**src/rtl/lsbse_pkg.sv**
```systemverilog
package lsbse_pkg;

    localparam int MAGIC_W = 16;
    localparam int HDR_W   = 10;
    localparam int BYTE_W  = 8;
    localparam int KIND_W  = 3;
    localparam int FIELD_W = 32;
    localparam int BITS_W  = 5;

    localparam logic [HDR_W-1:0] HDR_BYTES_RST = 10'd54;

    // bit count limits: field width minus one
    localparam logic [BITS_W-1:0] LAST_BIT_MAGIC = 5'd15;
    localparam logic [BITS_W-1:0] LAST_BIT_LEN   = 5'd31;
    localparam logic [BITS_W-1:0] LAST_BIT_BYTE  = 5'd7;

    localparam logic [KIND_W-1:0] KIND_EXT       = 3'd0;
    localparam logic [KIND_W-1:0] KIND_SECRET    = 3'd1;
    localparam logic [KIND_W-1:0] KIND_BAD_MAGIC = 3'd2;
    localparam logic [KIND_W-1:0] KIND_EXT_LONG  = 3'd3;
    localparam logic [KIND_W-1:0] KIND_EMPTY     = 3'd4;

    localparam logic CFG_MAGIC  = 1'b0;
    localparam logic CFG_HEADER = 1'b1;

    typedef struct packed {
        logic              valid;
        logic [KIND_W-1:0] kind;
        logic [BYTE_W-1:0] value;
        logic              last;
    } t_result;

endpackage

```
**src/rtl/lsbse_parser.sv**
```systemverilog
module lsbse_parser #(
    parameter int MAX_EXT_CHARS = 9
) (
    input  logic                          i_clk,
    input  logic                          i_rst_n,
    input  logic                          i_advance,
    input  logic [lsbse_pkg::BYTE_W-1:0]  i_image_byte,
    input  logic                          i_start_of_file,
    input  logic [lsbse_pkg::MAGIC_W-1:0] i_magic_word,
    input  logic [lsbse_pkg::HDR_W-1:0]   i_header_bytes,
    output lsbse_pkg::t_result            o_result
);
    import lsbse_pkg::*;

    typedef enum logic [2:0] {
        PH_HEADER,
        PH_MAGIC,
        PH_EXT_LEN,
        PH_EXT,
        PH_SEC_LEN,
        PH_SEC,
        PH_STOP
    } t_phase;

    localparam logic [FIELD_W-1:0] MAX_EXT = FIELD_W'(MAX_EXT_CHARS);

    t_phase               r_phase, n_phase, c_phase;
    logic [HDR_W-1:0]     r_hdr, n_hdr, c_hdr;
    logic [BITS_W-1:0]    r_bits, n_bits, c_bits, lim;
    logic [FIELD_W-1:0]   r_shift, n_shift, c_shift, shifted;
    logic [FIELD_W-1:0]   r_rem, n_rem, c_rem, rem_dec;
    logic                 done;
    t_result              res;

    always_comb begin
        // start of file restarts the parse on this very byte
        c_phase = i_start_of_file ? PH_HEADER : r_phase;
        c_hdr   = i_start_of_file ? '0 : r_hdr;
        c_bits  = i_start_of_file ? '0 : r_bits;
        c_shift = i_start_of_file ? '0 : r_shift;
        c_rem   = i_start_of_file ? '0 : r_rem;

        if (c_phase == PH_HEADER && c_hdr >= i_header_bytes) begin
            c_phase = PH_MAGIC;
            c_bits  = '0;
            c_shift = '0;
        end

        unique case (c_phase)
            PH_MAGIC:               lim = LAST_BIT_MAGIC;
            PH_EXT_LEN, PH_SEC_LEN: lim = LAST_BIT_LEN;
            default:                lim = LAST_BIT_BYTE;
        endcase

        shifted = {c_shift[FIELD_W-2:0], i_image_byte[0]};
        done    = (c_bits == lim);
        rem_dec = c_rem - FIELD_W'(1);

        n_phase = c_phase;
        n_hdr   = c_hdr;
        n_bits  = done ? '0 : c_bits + BITS_W'(1);
        n_shift = shifted;
        n_rem   = c_rem;
        res     = '0;

        unique case (c_phase)
            PH_HEADER: begin
                n_hdr   = c_hdr + HDR_W'(1);
                n_bits  = c_bits;
                n_shift = c_shift;
            end
            PH_MAGIC: begin
                if (done) begin
                    n_shift = '0;
                    if (shifted[MAGIC_W-1:0] != i_magic_word) begin
                        n_phase = PH_STOP;
                        res     = '{valid: 1'b1, kind: KIND_BAD_MAGIC, value: '0, last: 1'b1};
                    end else begin
                        n_phase = PH_EXT_LEN;
                    end
                end
            end
            PH_EXT_LEN: begin
                if (done) begin
                    n_shift = '0;
                    n_rem   = shifted;
                    if (shifted > MAX_EXT) begin
                        n_phase = PH_STOP;
                        res     = '{valid: 1'b1, kind: KIND_EXT_LONG, value: '0, last: 1'b1};
                    end else begin
                        n_phase = (shifted == '0) ? PH_SEC_LEN : PH_EXT;
                    end
                end
            end
            PH_EXT: begin
                if (done) begin
                    n_shift = '0;
                    n_rem   = rem_dec;
                    n_phase = (rem_dec == '0) ? PH_SEC_LEN : PH_EXT;
                    res     = '{valid: 1'b1, kind: KIND_EXT,
                                value: shifted[BYTE_W-1:0], last: 1'b0};
                end
            end
            PH_SEC_LEN: begin
                if (done) begin
                    n_shift = '0;
                    n_rem   = shifted;
                    if (shifted == '0) begin
                        n_phase = PH_STOP;
                        res     = '{valid: 1'b1, kind: KIND_EMPTY, value: '0, last: 1'b1};
                    end else begin
                        n_phase = PH_SEC;
                    end
                end
            end
            PH_SEC: begin
                if (done) begin
                    n_shift = '0;
                    n_rem   = rem_dec;
                    n_phase = (rem_dec == '0) ? PH_STOP : PH_SEC;
                    res     = '{valid: 1'b1, kind: KIND_SECRET,
                                value: shifted[BYTE_W-1:0], last: (rem_dec == '0)};
                end
            end
            default: begin
                n_bits  = c_bits;
                n_shift = c_shift;
            end
        endcase

        if (!i_advance) begin
            res.valid = 1'b0;
        end
    end

    assign o_result = res;

    always_ff @(posedge i_clk) begin
        if (!i_rst_n) begin
            r_phase <= PH_HEADER;
            r_hdr   <= '0;
            r_bits  <= '0;
            r_shift <= '0;
            r_rem   <= '0;
        end else if (i_advance) begin
            r_phase <= n_phase;
            r_hdr   <= n_hdr;
            r_bits  <= n_bits;
            r_shift <= n_shift;
            r_rem   <= n_rem;
        end
    end

endmodule

```
**src/rtl/lsbse_out_reg.sv**
```systemverilog
module lsbse_out_reg (
    input  logic                         i_clk,
    input  logic                         i_rst_n,
    input  logic                         i_load,
    input  lsbse_pkg::t_result           i_result,
    input  logic                         i_stall,
    output logic                         o_free,
    output logic                         o_valid,
    output logic [lsbse_pkg::KIND_W-1:0] o_kind,
    output logic [lsbse_pkg::BYTE_W-1:0] o_value,
    output logic                         o_last
);
    import lsbse_pkg::*;

    logic              r_valid;
    logic [KIND_W-1:0] r_kind;
    logic [BYTE_W-1:0] r_value;
    logic              r_last;

    // slot frees up in the same cycle the held word is taken
    assign o_free = !r_valid || !i_stall;

    always_ff @(posedge i_clk) begin
        if (!i_rst_n) begin
            r_valid <= 1'b0;
        end else if (i_load) begin
            r_valid <= i_result.valid;
        end else if (!i_stall) begin
            r_valid <= 1'b0;
        end
    end

    always_ff @(posedge i_clk) begin
        if (i_load && i_result.valid) begin
            r_kind  <= i_result.kind;
            r_value <= i_result.value;
            r_last  <= i_result.last;
        end
    end

    assign o_valid = r_valid;
    assign o_kind  = r_kind;
    assign o_value = r_value;
    assign o_last  = r_last;

endmodule

```
**src/rtl/lsb_stego_stream_extractor_unit.sv**
```systemverilog
// an accepted byte waits in the input register until the output slot is free, then its result word is registered
// throughput: one file byte per cycle while the output slot is free, at most one result word per byte
// the input register refills in the same cycle its byte moves on to the parser
// reset: synchronous active low, clears parse state and both register stages,
// magic word returns to zero and header length to 54
module lsb_stego_stream_extractor_unit #(
    parameter int MAX_EXT_CHARS = 9
) (
    input  logic                          i_clk,
    input  logic                          i_rst_n,
    input  logic                          i_in_valid,
    output logic                          o_in_stall,
    input  logic [lsbse_pkg::BYTE_W-1:0]  i_image_byte,
    input  logic                          i_start_of_file,
    output logic                          o_out_valid,
    input  logic                          i_out_stall,
    output logic [lsbse_pkg::KIND_W-1:0]  o_kind,
    output logic [lsbse_pkg::BYTE_W-1:0]  o_value,
    output logic                          o_last_of_file,
    input  logic                          i_cfg_valid,
    output logic                          o_cfg_ready,
    input  logic                          i_cfg_index,
    input  logic [lsbse_pkg::MAGIC_W-1:0] i_cfg_data
);
    import lsbse_pkg::*;

    logic [MAGIC_W-1:0] r_magic_word;
    logic [HDR_W-1:0]   r_header_bytes;
    logic               r_in_valid;
    logic [BYTE_W-1:0]  r_in_byte;
    logic               r_in_sof;
    logic               out_free;
    logic               advance;
    logic               accept;
    t_result            result;

    assign o_cfg_ready = 1'b1;

    always_ff @(posedge i_clk) begin
        if (!i_rst_n) begin
            r_magic_word   <= '0;
            r_header_bytes <= HDR_BYTES_RST;
        end else if (i_cfg_valid) begin
            unique case (i_cfg_index)
                CFG_MAGIC:  r_magic_word   <= i_cfg_data;
                CFG_HEADER: r_header_bytes <= i_cfg_data[HDR_W-1:0];
                default:    r_magic_word   <= r_magic_word;
            endcase
        end
    end

    assign advance    = r_in_valid && out_free;
    assign o_in_stall = r_in_valid && !out_free;
    assign accept     = i_in_valid && !o_in_stall;

    always_ff @(posedge i_clk) begin
        if (!i_rst_n) begin
            r_in_valid <= 1'b0;
        end else if (accept) begin
            r_in_valid <= 1'b1;
        end else if (advance) begin
            r_in_valid <= 1'b0;
        end
    end

    always_ff @(posedge i_clk) begin
        if (accept) begin
            r_in_byte <= i_image_byte;
            r_in_sof  <= i_start_of_file;
        end
    end

    lsbse_parser #(
        .MAX_EXT_CHARS(MAX_EXT_CHARS)
    ) u_parser (
        .i_clk          (i_clk),
        .i_rst_n        (i_rst_n),
        .i_advance      (advance),
        .i_image_byte   (r_in_byte),
        .i_start_of_file(r_in_sof),
        .i_magic_word   (r_magic_word),
        .i_header_bytes (r_header_bytes),
        .o_result       (result)
    );

    lsbse_out_reg u_out_reg (
        .i_clk   (i_clk),
        .i_rst_n (i_rst_n),
        .i_load  (advance),
        .i_result(result),
        .i_stall (i_out_stall),
        .o_free  (out_free),
        .o_valid (o_out_valid),
        .o_kind  (o_kind),
        .o_value (o_value),
        .o_last  (o_last_of_file)
    );

    // error and end markers always close the file
    a_marker_last: assert property (@(posedge i_clk) disable iff (!i_rst_n)
        (o_out_valid && (o_kind == KIND_BAD_MAGIC || o_kind == KIND_EXT_LONG ||
                         o_kind == KIND_EMPTY)) |-> (o_last_of_file && o_value == '0))
        else $error("marker word without last flag or with nonzero value");

    a_ext_not_last: assert property (@(posedge i_clk) disable iff (!i_rst_n)
        (o_out_valid && o_kind == KIND_EXT) |-> !o_last_of_file)
        else $error("extension character flagged as last");

    a_kind_range: assert property (@(posedge i_clk) disable iff (!i_rst_n)
        o_out_valid |-> (o_kind == KIND_EXT || o_kind == KIND_SECRET ||
                         o_kind == KIND_BAD_MAGIC || o_kind == KIND_EXT_LONG ||
                         o_kind == KIND_EMPTY))
        else $error("result kind out of range");

    a_no_advance_when_blocked: assert property (@(posedge i_clk) disable iff (!i_rst_n)
        (o_in_stall && $past(o_out_valid)) |-> o_out_valid)
        else $error("input stalled while output slot empty");

endmodule

```
**config.mk**
```make
export PLATFORM = sky130hd
export DESIGN_NAME = lsb_stego_stream_extractor_unit
export DESIGN_NICKNAME = d
export VERILOG_FILES = /design/src/rtl/lsbse_pkg.sv /design/src/rtl/lsbse_parser.sv /design/src/rtl/lsbse_out_reg.sv /design/src/rtl/lsb_stego_stream_extractor_unit.sv
export SDC_FILE = /design/constraint.sdc
export NUM_CORES = 1
export LEC_CHECK = 0
export BUFFER_PORTS_ARGS = -buffer_cell sky130_fd_sc_hd__buf_2
export CELL_PAD_IN_SITES_DETAIL_PLACEMENT = 2
export CELL_PAD_IN_SITES_GLOBAL_PLACEMENT = 2
export CORE_ASPECT_RATIO = 1.75
export CORE_UTILIZATION = 33
export DETAILED_ROUTE_END_ITERATION = 12
export GPL_TIMING_DRIVEN = 1
export HOLD_SLACK_MARGIN = 0.08
export PLACE_DENSITY = 0.8
export SLEW_MARGIN = 0
export SYNTH_ARGS = -nofsm -noshare
export SYNTH_HDL_FRONTEND = slang
export SYNTH_SLANG_ARGS = --single-unit
export TNS_END_PERCENT = 5
```
**constraint.sdc**
```tcl
create_clock -name i_clk -period 5.7 [get_ports i_clk]
set_input_delay 0 -clock i_clk [delete_from_list [all_inputs] [get_ports i_clk]]
set_output_delay 0 -clock i_clk [all_outputs]
set_load 0.02 [all_outputs]
```
==> flow_summary.ini, run 1 <==
[clocking]
clk_latency_ns = 0.44
cts_buffers = 17
cts_root_buf = clkbuf_16
postCtsHoldBufs = 22
h-tree-depth = 4
clock_path_buffers = 2
cts_setup_buffers = 0
clkTransAtPathRegs_ns = 0.06
cts_tree = done
cts_resized = 0
cts_num_sinks = 123

[pwr]
pwr-share-seq_pct = 40.0
p_per_area_mw_per_mm2 = 259.1
p_clk_share_pct = 49.0
switching_share_pct = 26.48
max-vdd-ir-drop_uv = 207.8
p_int_mw = 1.671
pwr-share-comb_pct = 10.9
p_leak_nw = 3.138
finalPower_mw = 2.272
power_switching_mw = 0.6017

[timing]
clock-skew-final_ns = 0.008864
worst_slew_pin_slew_ns = 1.295
setup-violations-final = 0
slew_violations = 0
hold_viol = 0
max_freq_mhz = 189.3
period_needed_ns = 5.282
rsz0062_at_grt = false
fin_tns_setup_ns = 0
finalCritPeriodShare_pct = 92.67
worst_slack_ns = 0.4180
slew_headroom_pct = 13.48

[hold_path]
hp-class = input pin to register
worstHoldPathCells = 4
min_from = i_cfg_valid
hold_end = r_header_bytes[9]$_SDFFE_PN0P_

[setup_path]
start_kind = register
reg2reg_depth = 16
rr_endpoint = u_out_reg.o_value[0]$_DFFE_PP_
end_kind = register
crit_type = register to register
rrSetupSlack_ns = 0.42
r2r_start = r_in_sof$_DFFE_PP_
crit_fanout = 17
crit_required_ns = 5.77
arrival_ns = 5.35

[layout]
ff_latch_area_mm2 = 0.002603
num_antenna_cells = 0
fin_nets = 1058
multiInputGateArea_mm2 = 0.004561
layout-drive-gt1-share_pct = 10.92
final_cell_area_mm2 = 0.008768
utilization_pct = 39.41
fillers = 2565
area_delta_synth_final_pct = 16.68

[synth]
yosysWarnings = 0
syn_area_mm2 = 0.007515
postSynthCellCount = 986
synth.avg_cell_area_um2 = 7.621
async_flop_share_pct = 0
synth_seq_cells = 123
synthFlopType = dfxtp_1
synth_cell_type_count = 77
synth_area_leaders = dfxtp_1 (29%), nand2_1 (7.8%), edfxtp_1 (5.6%), nor2b_1 (5.4%), o21ai_0 (4.7%)
yosysSeqAreaShare_pct = 34.63
synth_edf_count = 14
syn_nets = 1030
synth.top_cell.area_share_pct = 29.04
synth.largest_area_cell = dfxtp_1

[floorplanning]
die-width_um = 116.1
rows = 72
start_util_pct = 33.77
die_y_um = 201.6
io_pins = 46
dieArea_mm2 = 0.02340
fp.coreArea_mm2 = 0.02225

[drt]
avgRoutedWirePerCell_um = 24.65
detail-route-antenna-nets = 0
drtIter0Drc = 283
drcViolationCount = 0
avgViaCountPerCell = 6.005
drtPass1Iterations = 5
dr_total_vias = 7939
routed_wirelength_mm = 32.59

[global_routing]
grt_use_total_pct = 29.20
grt_max_degree = 82
grt_pass1_wl_mm = 50.92
grt-ovfl-total = 0
grt_pass1_vias = 8839
antenna_found_initial = 0

[placement]
post-place-ws_ns = 0.6686
placed_area_mm2 = 0.007959
gp_congestion = 0.8376
dp_hpwl_mm = 22.02
port_buffers = 37

[run_status]
outcome = completed

[run]
drv_cap = 0
layout by cell type (no fill, tap or decap), types with 15 or more instances in the layout:
master,n
nand2_1,156
o21ai_0,71
a21oi_1,59
xor2_1,15
clkbuf_16,17
xnor2_1,16
a21boi_0,29
dfxtp_1,109
buf_2,37
and2_1,15
nor2_1,57
nor3_1,23
inv_1,28
nand3_1,25
buf_4,18
dlygate4sd3_1,22
a22oi_1,38
nor2b_1,65
sequential cells by signal, indices dropped and copies added (netlist names):
signal	count
u_parser.r_rem	32
u_parser.r_shift	31
r_magic_word	16
r_header_bytes	10
u_parser.r_hdr	10
u_out_reg.o_value	8
u_parser.r_bits	5
u_out_reg.o_kind	3
u_parser.r_phase	3
r_in_byte	1
r_in_sof	1
r_in_valid	1
u_out_reg.o_last	1
u_out_reg.o_valid	1
worst max-delay path by stage:
stage                        from                              to  slack (ns)  depth (start not counted)
6_report       r_in_sof$_DFFE_PP_  u_out_reg.o_value[0]$_DFFE_PP_        0.42                         16
5_1_grt        r_in_sof$_DFFE_PP_   u_out_reg.o_kind[0]$_DFFE_PP_        0.17                         16
4_1_cts        r_in_sof$_DFFE_PP_  u_out_reg.o_value[0]$_DFFE_PP_        0.43                         16
3_5_place_dp   r_in_sof$_DFFE_PP_  u_out_reg.o_value[3]$_DFFE_PP_        0.67                         16
3_3_place_gp   r_in_sof$_DFFE_PP_  u_out_reg.o_value[2]$_DFFE_PP_        0.87                         16
2_1_floorplan  r_in_sof$_DFFE_PP_   u_out_reg.o_kind[0]$_DFFE_PP_        0.05                         21
stage by stage:
step                cells  hold WS [ns]
floorplan             986       0.09887
global placement     1269        0.1891
detailed placement   1269        0.1868
CTS                  1322       0.08178
global route         1322        0.1525
finish               1322       0.08954
cell usage after synthesis (6+ instances only):
cell and count:
ha_1 13, xor2_1 15, nor2_1 58, and2_1 15, inv_1 28, o21a_1 8
nand2_1 156, o22ai_1 8, o21ai_0 71, a21oi_1 60, a21boi_0 29, nand2b_1 7
clkbuf_1 56, dfxtp_1 109, xnor2_1 16, and3_1 10, nor2b_1 65, a31oi_1 14
a22oi_1 38, nor4_1 12, or4_1 6, buf_2 6, edfxtp_1 14, nand3_1 25
nor3_1 24, nand4_1 14
layer usage:
layer  share of wire, %  global-route usage [%]  vias to the layer above
met1                 35                   29.36                     4036
met2                 55                   54.68                      198
li1                   -                       -                     3595
met4                6.9                   19.96                        0
met3                2.5                   2.892                      110
met5                  0                       0                        -
worst max-delay path, cell delays in order, from the launching register on:
cell      delay, ns
edfxtp_1       0.74
nor2b_1        0.12
ha_1           0.34
a211o_1        0.27
a21oi_1        0.31
o31ai_2        0.24
o31ai_2        0.23
buf_4          0.28
and2_1         0.17
ha_1           0.24
nand3_1        0.15
nor3_1         0.27
o31a_1         0.24
o211a_1        0.25
buf_4          0.27
nand2_1        0.29
a21oi_4        0.52
cell families (layout without fill, tap and decap cells):
logic type      Yosys count  in the layout  synth area share, %
fa+ha+maj                13             13                2.165
xor+xnor                 32             32                3.830
buf+inv                  96            136                5.045
mux                       3              3               0.4163
flops                   123            123                34.63
simple gates            421            421                27.91
compound gates          297            297                25.96
other cells               1              1              0.04990
area by class of cell:
class | instances | area share, %
Multi-Input combinational cell | 767 | 52.01
Sequential cell | 123 | 29.68
Timing Repair Buffer | 77 | 6.164
Clock buffer | 24 | 5.722
Tap cell | 296 | 4.224
Inverter | 28 | 1.199
Clock inverter | 7 | 0.9989
power groups by stage:
stage	combinational (mW)	sequential (mW)	clock [mW]
2_1_floorplan	0.159	0.914	0
3_3_place_gp	0.219	0.926	0
3_5_place_dp	0.225	0.927	0
4_1_cts	0.244	0.909	1.13
5_1_grt	0.266	0.911	1.16
6_report	0.248	0.910	1.11
Power figures use the tool's default switching activity.
==> run 2: changes to the inputs <==
--- a/config.mk
+++ b/config.mk
@@ -9,11 +9,12 @@
 export CELL_PAD_IN_SITES_DETAIL_PLACEMENT = 2
 export CELL_PAD_IN_SITES_GLOBAL_PLACEMENT = 2
 export CORE_ASPECT_RATIO = 1.75
-export CORE_UTILIZATION = 33
+export CORE_UTILIZATION = 27
+export CTS_CLUSTER_SIZE = 16
 export DETAILED_ROUTE_END_ITERATION = 12
 export GPL_TIMING_DRIVEN = 1
 export HOLD_SLACK_MARGIN = 0.08
-export PLACE_DENSITY = 0.8
+export PLACE_DENSITY = 0.68
 export SLEW_MARGIN = 0
 export SYNTH_ARGS = -nofsm -noshare
 export SYNTH_HDL_FRONTEND = slang
==> constraint.sdc (replaced) <==
create_clock -name i_clk -period 5.7 [get_ports i_clk]
set_input_delay 0.855 -clock i_clk [delete_from_list [all_inputs] [get_ports i_clk]]
set_output_delay 0.855 -clock i_clk [all_outputs]
set_load 0.02 [all_outputs]
==> run 2 against run 1 <==
Clock-buffer cell count down 6; combinational power down 8.5%; die area up 22%; wire length down 6.5%; maximum frequency up 8.6%; register-to-register slack better by 0.42 ns.
==> flow_summary.ini, run 2 (synthesis results as in run 1) <==
[placement]
dpl.cell_count = 1346
gp_congestion = 0.8340
port_buffers = 37
dp_hpwl_mm = 22.98

[hold_path]
hold_end = r_header_bytes[3]$_SDFFE_PN0P_
hp-class = register to register
min_from = r_header_bytes[3]$_SDFFE_PN0P_
worstHoldPathCells = 2

[drt]
routed_wirelength_mm = 30.49
avgViaCountPerCell = 5.451
avgRoutedWirePerCell_um = 22.12
drtPass1Iterations = 5
detail-route-antenna-nets = 0
drtIter0Drc = 264
dr_total_vias = 7512
drcViolationCount = 0

[pwr]
p_int_mw = 1.619
p_leak_nw = 3.051
power_switching_mw = 0.6207
p_clk_share_pct = 49.3
finalPower_mw = 2.240
p_per_area_mw_per_mm2 = 258.5
pwr-share-comb_pct = 10.2
pwr-share-seq_pct = 40.6
switching_share_pct = 27.71
max-vdd-ir-drop_uv = 173.1

[timing]
fin_tns_setup_ns = 0
hold_slack_ns = 0.4691
period_needed_ns = 4.864
finalCritPeriodShare_pct = 85.33
slew_violations = 0
hold_viol = 0
worst_slew_pin_slew_ns = 1.119
setup-violations-final = 0
clock-skew-final_ns = 0.008120
max_freq_mhz = 205.6
rsz0062_at_grt = false
slew_headroom_pct = 25.22

[clocking]
cts_tree = done
cts_root_buf = clkbuf_16
cts_resized = 0
h-tree-depth = 4
postCtsHoldBufs = 0
clkTransAtPathRegs_ns = 0.06
cts_buffers = 17
clock_path_buffers = 2
cts_setup_buffers = 0
cts_num_sinks = 123
clk_latency_ns = 0.45

[global_routing]
grt-ovfl-total = 0
grt_use_total_pct = 22.55
grt_pass1_vias = 8326
antenna_found_initial = 0
grt_max_degree = 56
grt_pass1_wl_mm = 48.07

[layout]
layout-drive-gt1-share_pct = 11.79
largest-register = u_parser.r_rem
layout_common_cells = nand2_1 (156), dfxtp_1 (109), o21ai_0 (71)
fin_nets = 1040
final_cells = 1378
num_antenna_cells = 0
area_delta_synth_final_pct = 15.28
final_common_cell = nand2_1
largestRegisters = u_parser.r_rem (32), u_parser.r_shift (31), r_magic_word (16)
largest_reg_flops = 32

[setup_path]
slowest_delay_ns = 0.62
crit_type = register to register
slowest_stage = edfxtp_1
start_kind = register
crit_fanout = 16
rr_endpoint = u_parser.r_phase[1]$_SDFFE_PN0P_
end_kind = register
rrSetupSlack_ns = 0.84
arrival_ns = 5.19
reg2reg_depth = 19
worstPathCellList = nor2b_1 > inv_1 > ha_1 > nand2b_1 > a21oi_1 > o31ai_2 > o31ai_2 > and2_1 > ha_1 > nand3_1 > nor3_1 > o31a_1 > o211a_1 > buf_4 > nand2_1 > nor4_1 > buf_4 > nor2_1 > o311a_1
r2r_start = r_in_sof$_DFFE_PP_
crit_required_ns = 6.03

[floorplanning]
start_util_pct = 27.50
die-width_um = 128.1
rows = 80
die_y_um = 222.7
io_pins = 46
dieArea_mm2 = 0.02853
fp.coreArea_mm2 = 0.02733

[run]
drv_cap = 0

[run_status]
outcome = completed
-- run 2: cell count changes in the layout (fill, tap and decap cells not counted), sizes merged --
cell	delta
clkbuf	-6
dlygate4sd3	-22
clkinvlp	+3
buf	+4
inv	+4
-- run 2: stage by stage --
| step | area, um2 | setup WS, ns | utilization, % |
|---|---|---|---|
| floorplan | 7526 | 0.05454 | - |
| global placement | 8080 | 0.8960 | 29.57 |
| detailed placement | 8080 | 0.8691 | 29.57 |
| CTS | 8663 | 0.8092 | 31.70 |
| global route | 8663 | 0.4736 | 31.70 |
| finish | 8663 | 0.8360 | 31.70 |
-- run 2: routing by layer --
layer / wire length, um / GRT usage, %
met4: 1997 / 15.52
met2: 17070 / 43.30
met3: 550 / 3.034
met1: 10870 / 21.64
met5: 0 / 0
-- run 2: worst max-delay path by stage --
stage	startpoint	end	slack (ns)	cells after the start
after floorplan	r_in_sof$_DFFE_PP_	u_out_reg.o_kind[0]$_DFFE_PP_	0.05	21
final	r_in_sof$_DFFE_PP_	u_parser.r_phase[1]$_SDFFE_PN0P_	0.84	19
after CTS	r_in_sof$_DFFE_PP_	u_parser.r_phase[1]$_SDFFE_PN0P_	0.81	18
after global routing	r_in_sof$_DFFE_PP_	u_parser.r_phase[1]$_SDFFE_PN0P_	0.47	18
after global placement	r_in_sof$_DFFE_PP_	u_parser.r_phase[1]$_SDFFE_PN0P_	0.90	18
after detailed placement	r_in_sof$_DFFE_PP_	u_parser.r_phase[1]$_SDFFE_PN0P_	0.87	18
-- run 2: critical path, delay by kind of cell, from the launching register on --
kind,cells,cell delay (ns)
AO/OA/AOI/OAI,6,1.58
AND/OR/NAND/NOR,8,1.52
flip-flops,1,0.62
buffers and inverters,3,0.53
adder cells (fa/ha/maj),2,0.49
-- run 2: area by class of cell --
class	count	area, um2
Tap cell	369	461.7
Clock buffer	18	439.2
Sequential cell	123	2603
Clock inverter	14	143.9
Timing Repair Buffer	59	350.3
Multi-Input combinational cell	767	4561
Inverter	28	105.1
Fill cell	3198	18660
-- run 2: power groups by stage --
stage	Combinational [mW]	Sequential (mW)	Clock, mW
floorplan	0.159	0.914	0
global placement	0.226	0.927	0
detailed placement	0.229	0.928	0
CTS	0.231	0.909	1.13
global route	0.251	0.911	1.17
finish	0.227	0.909	1.10
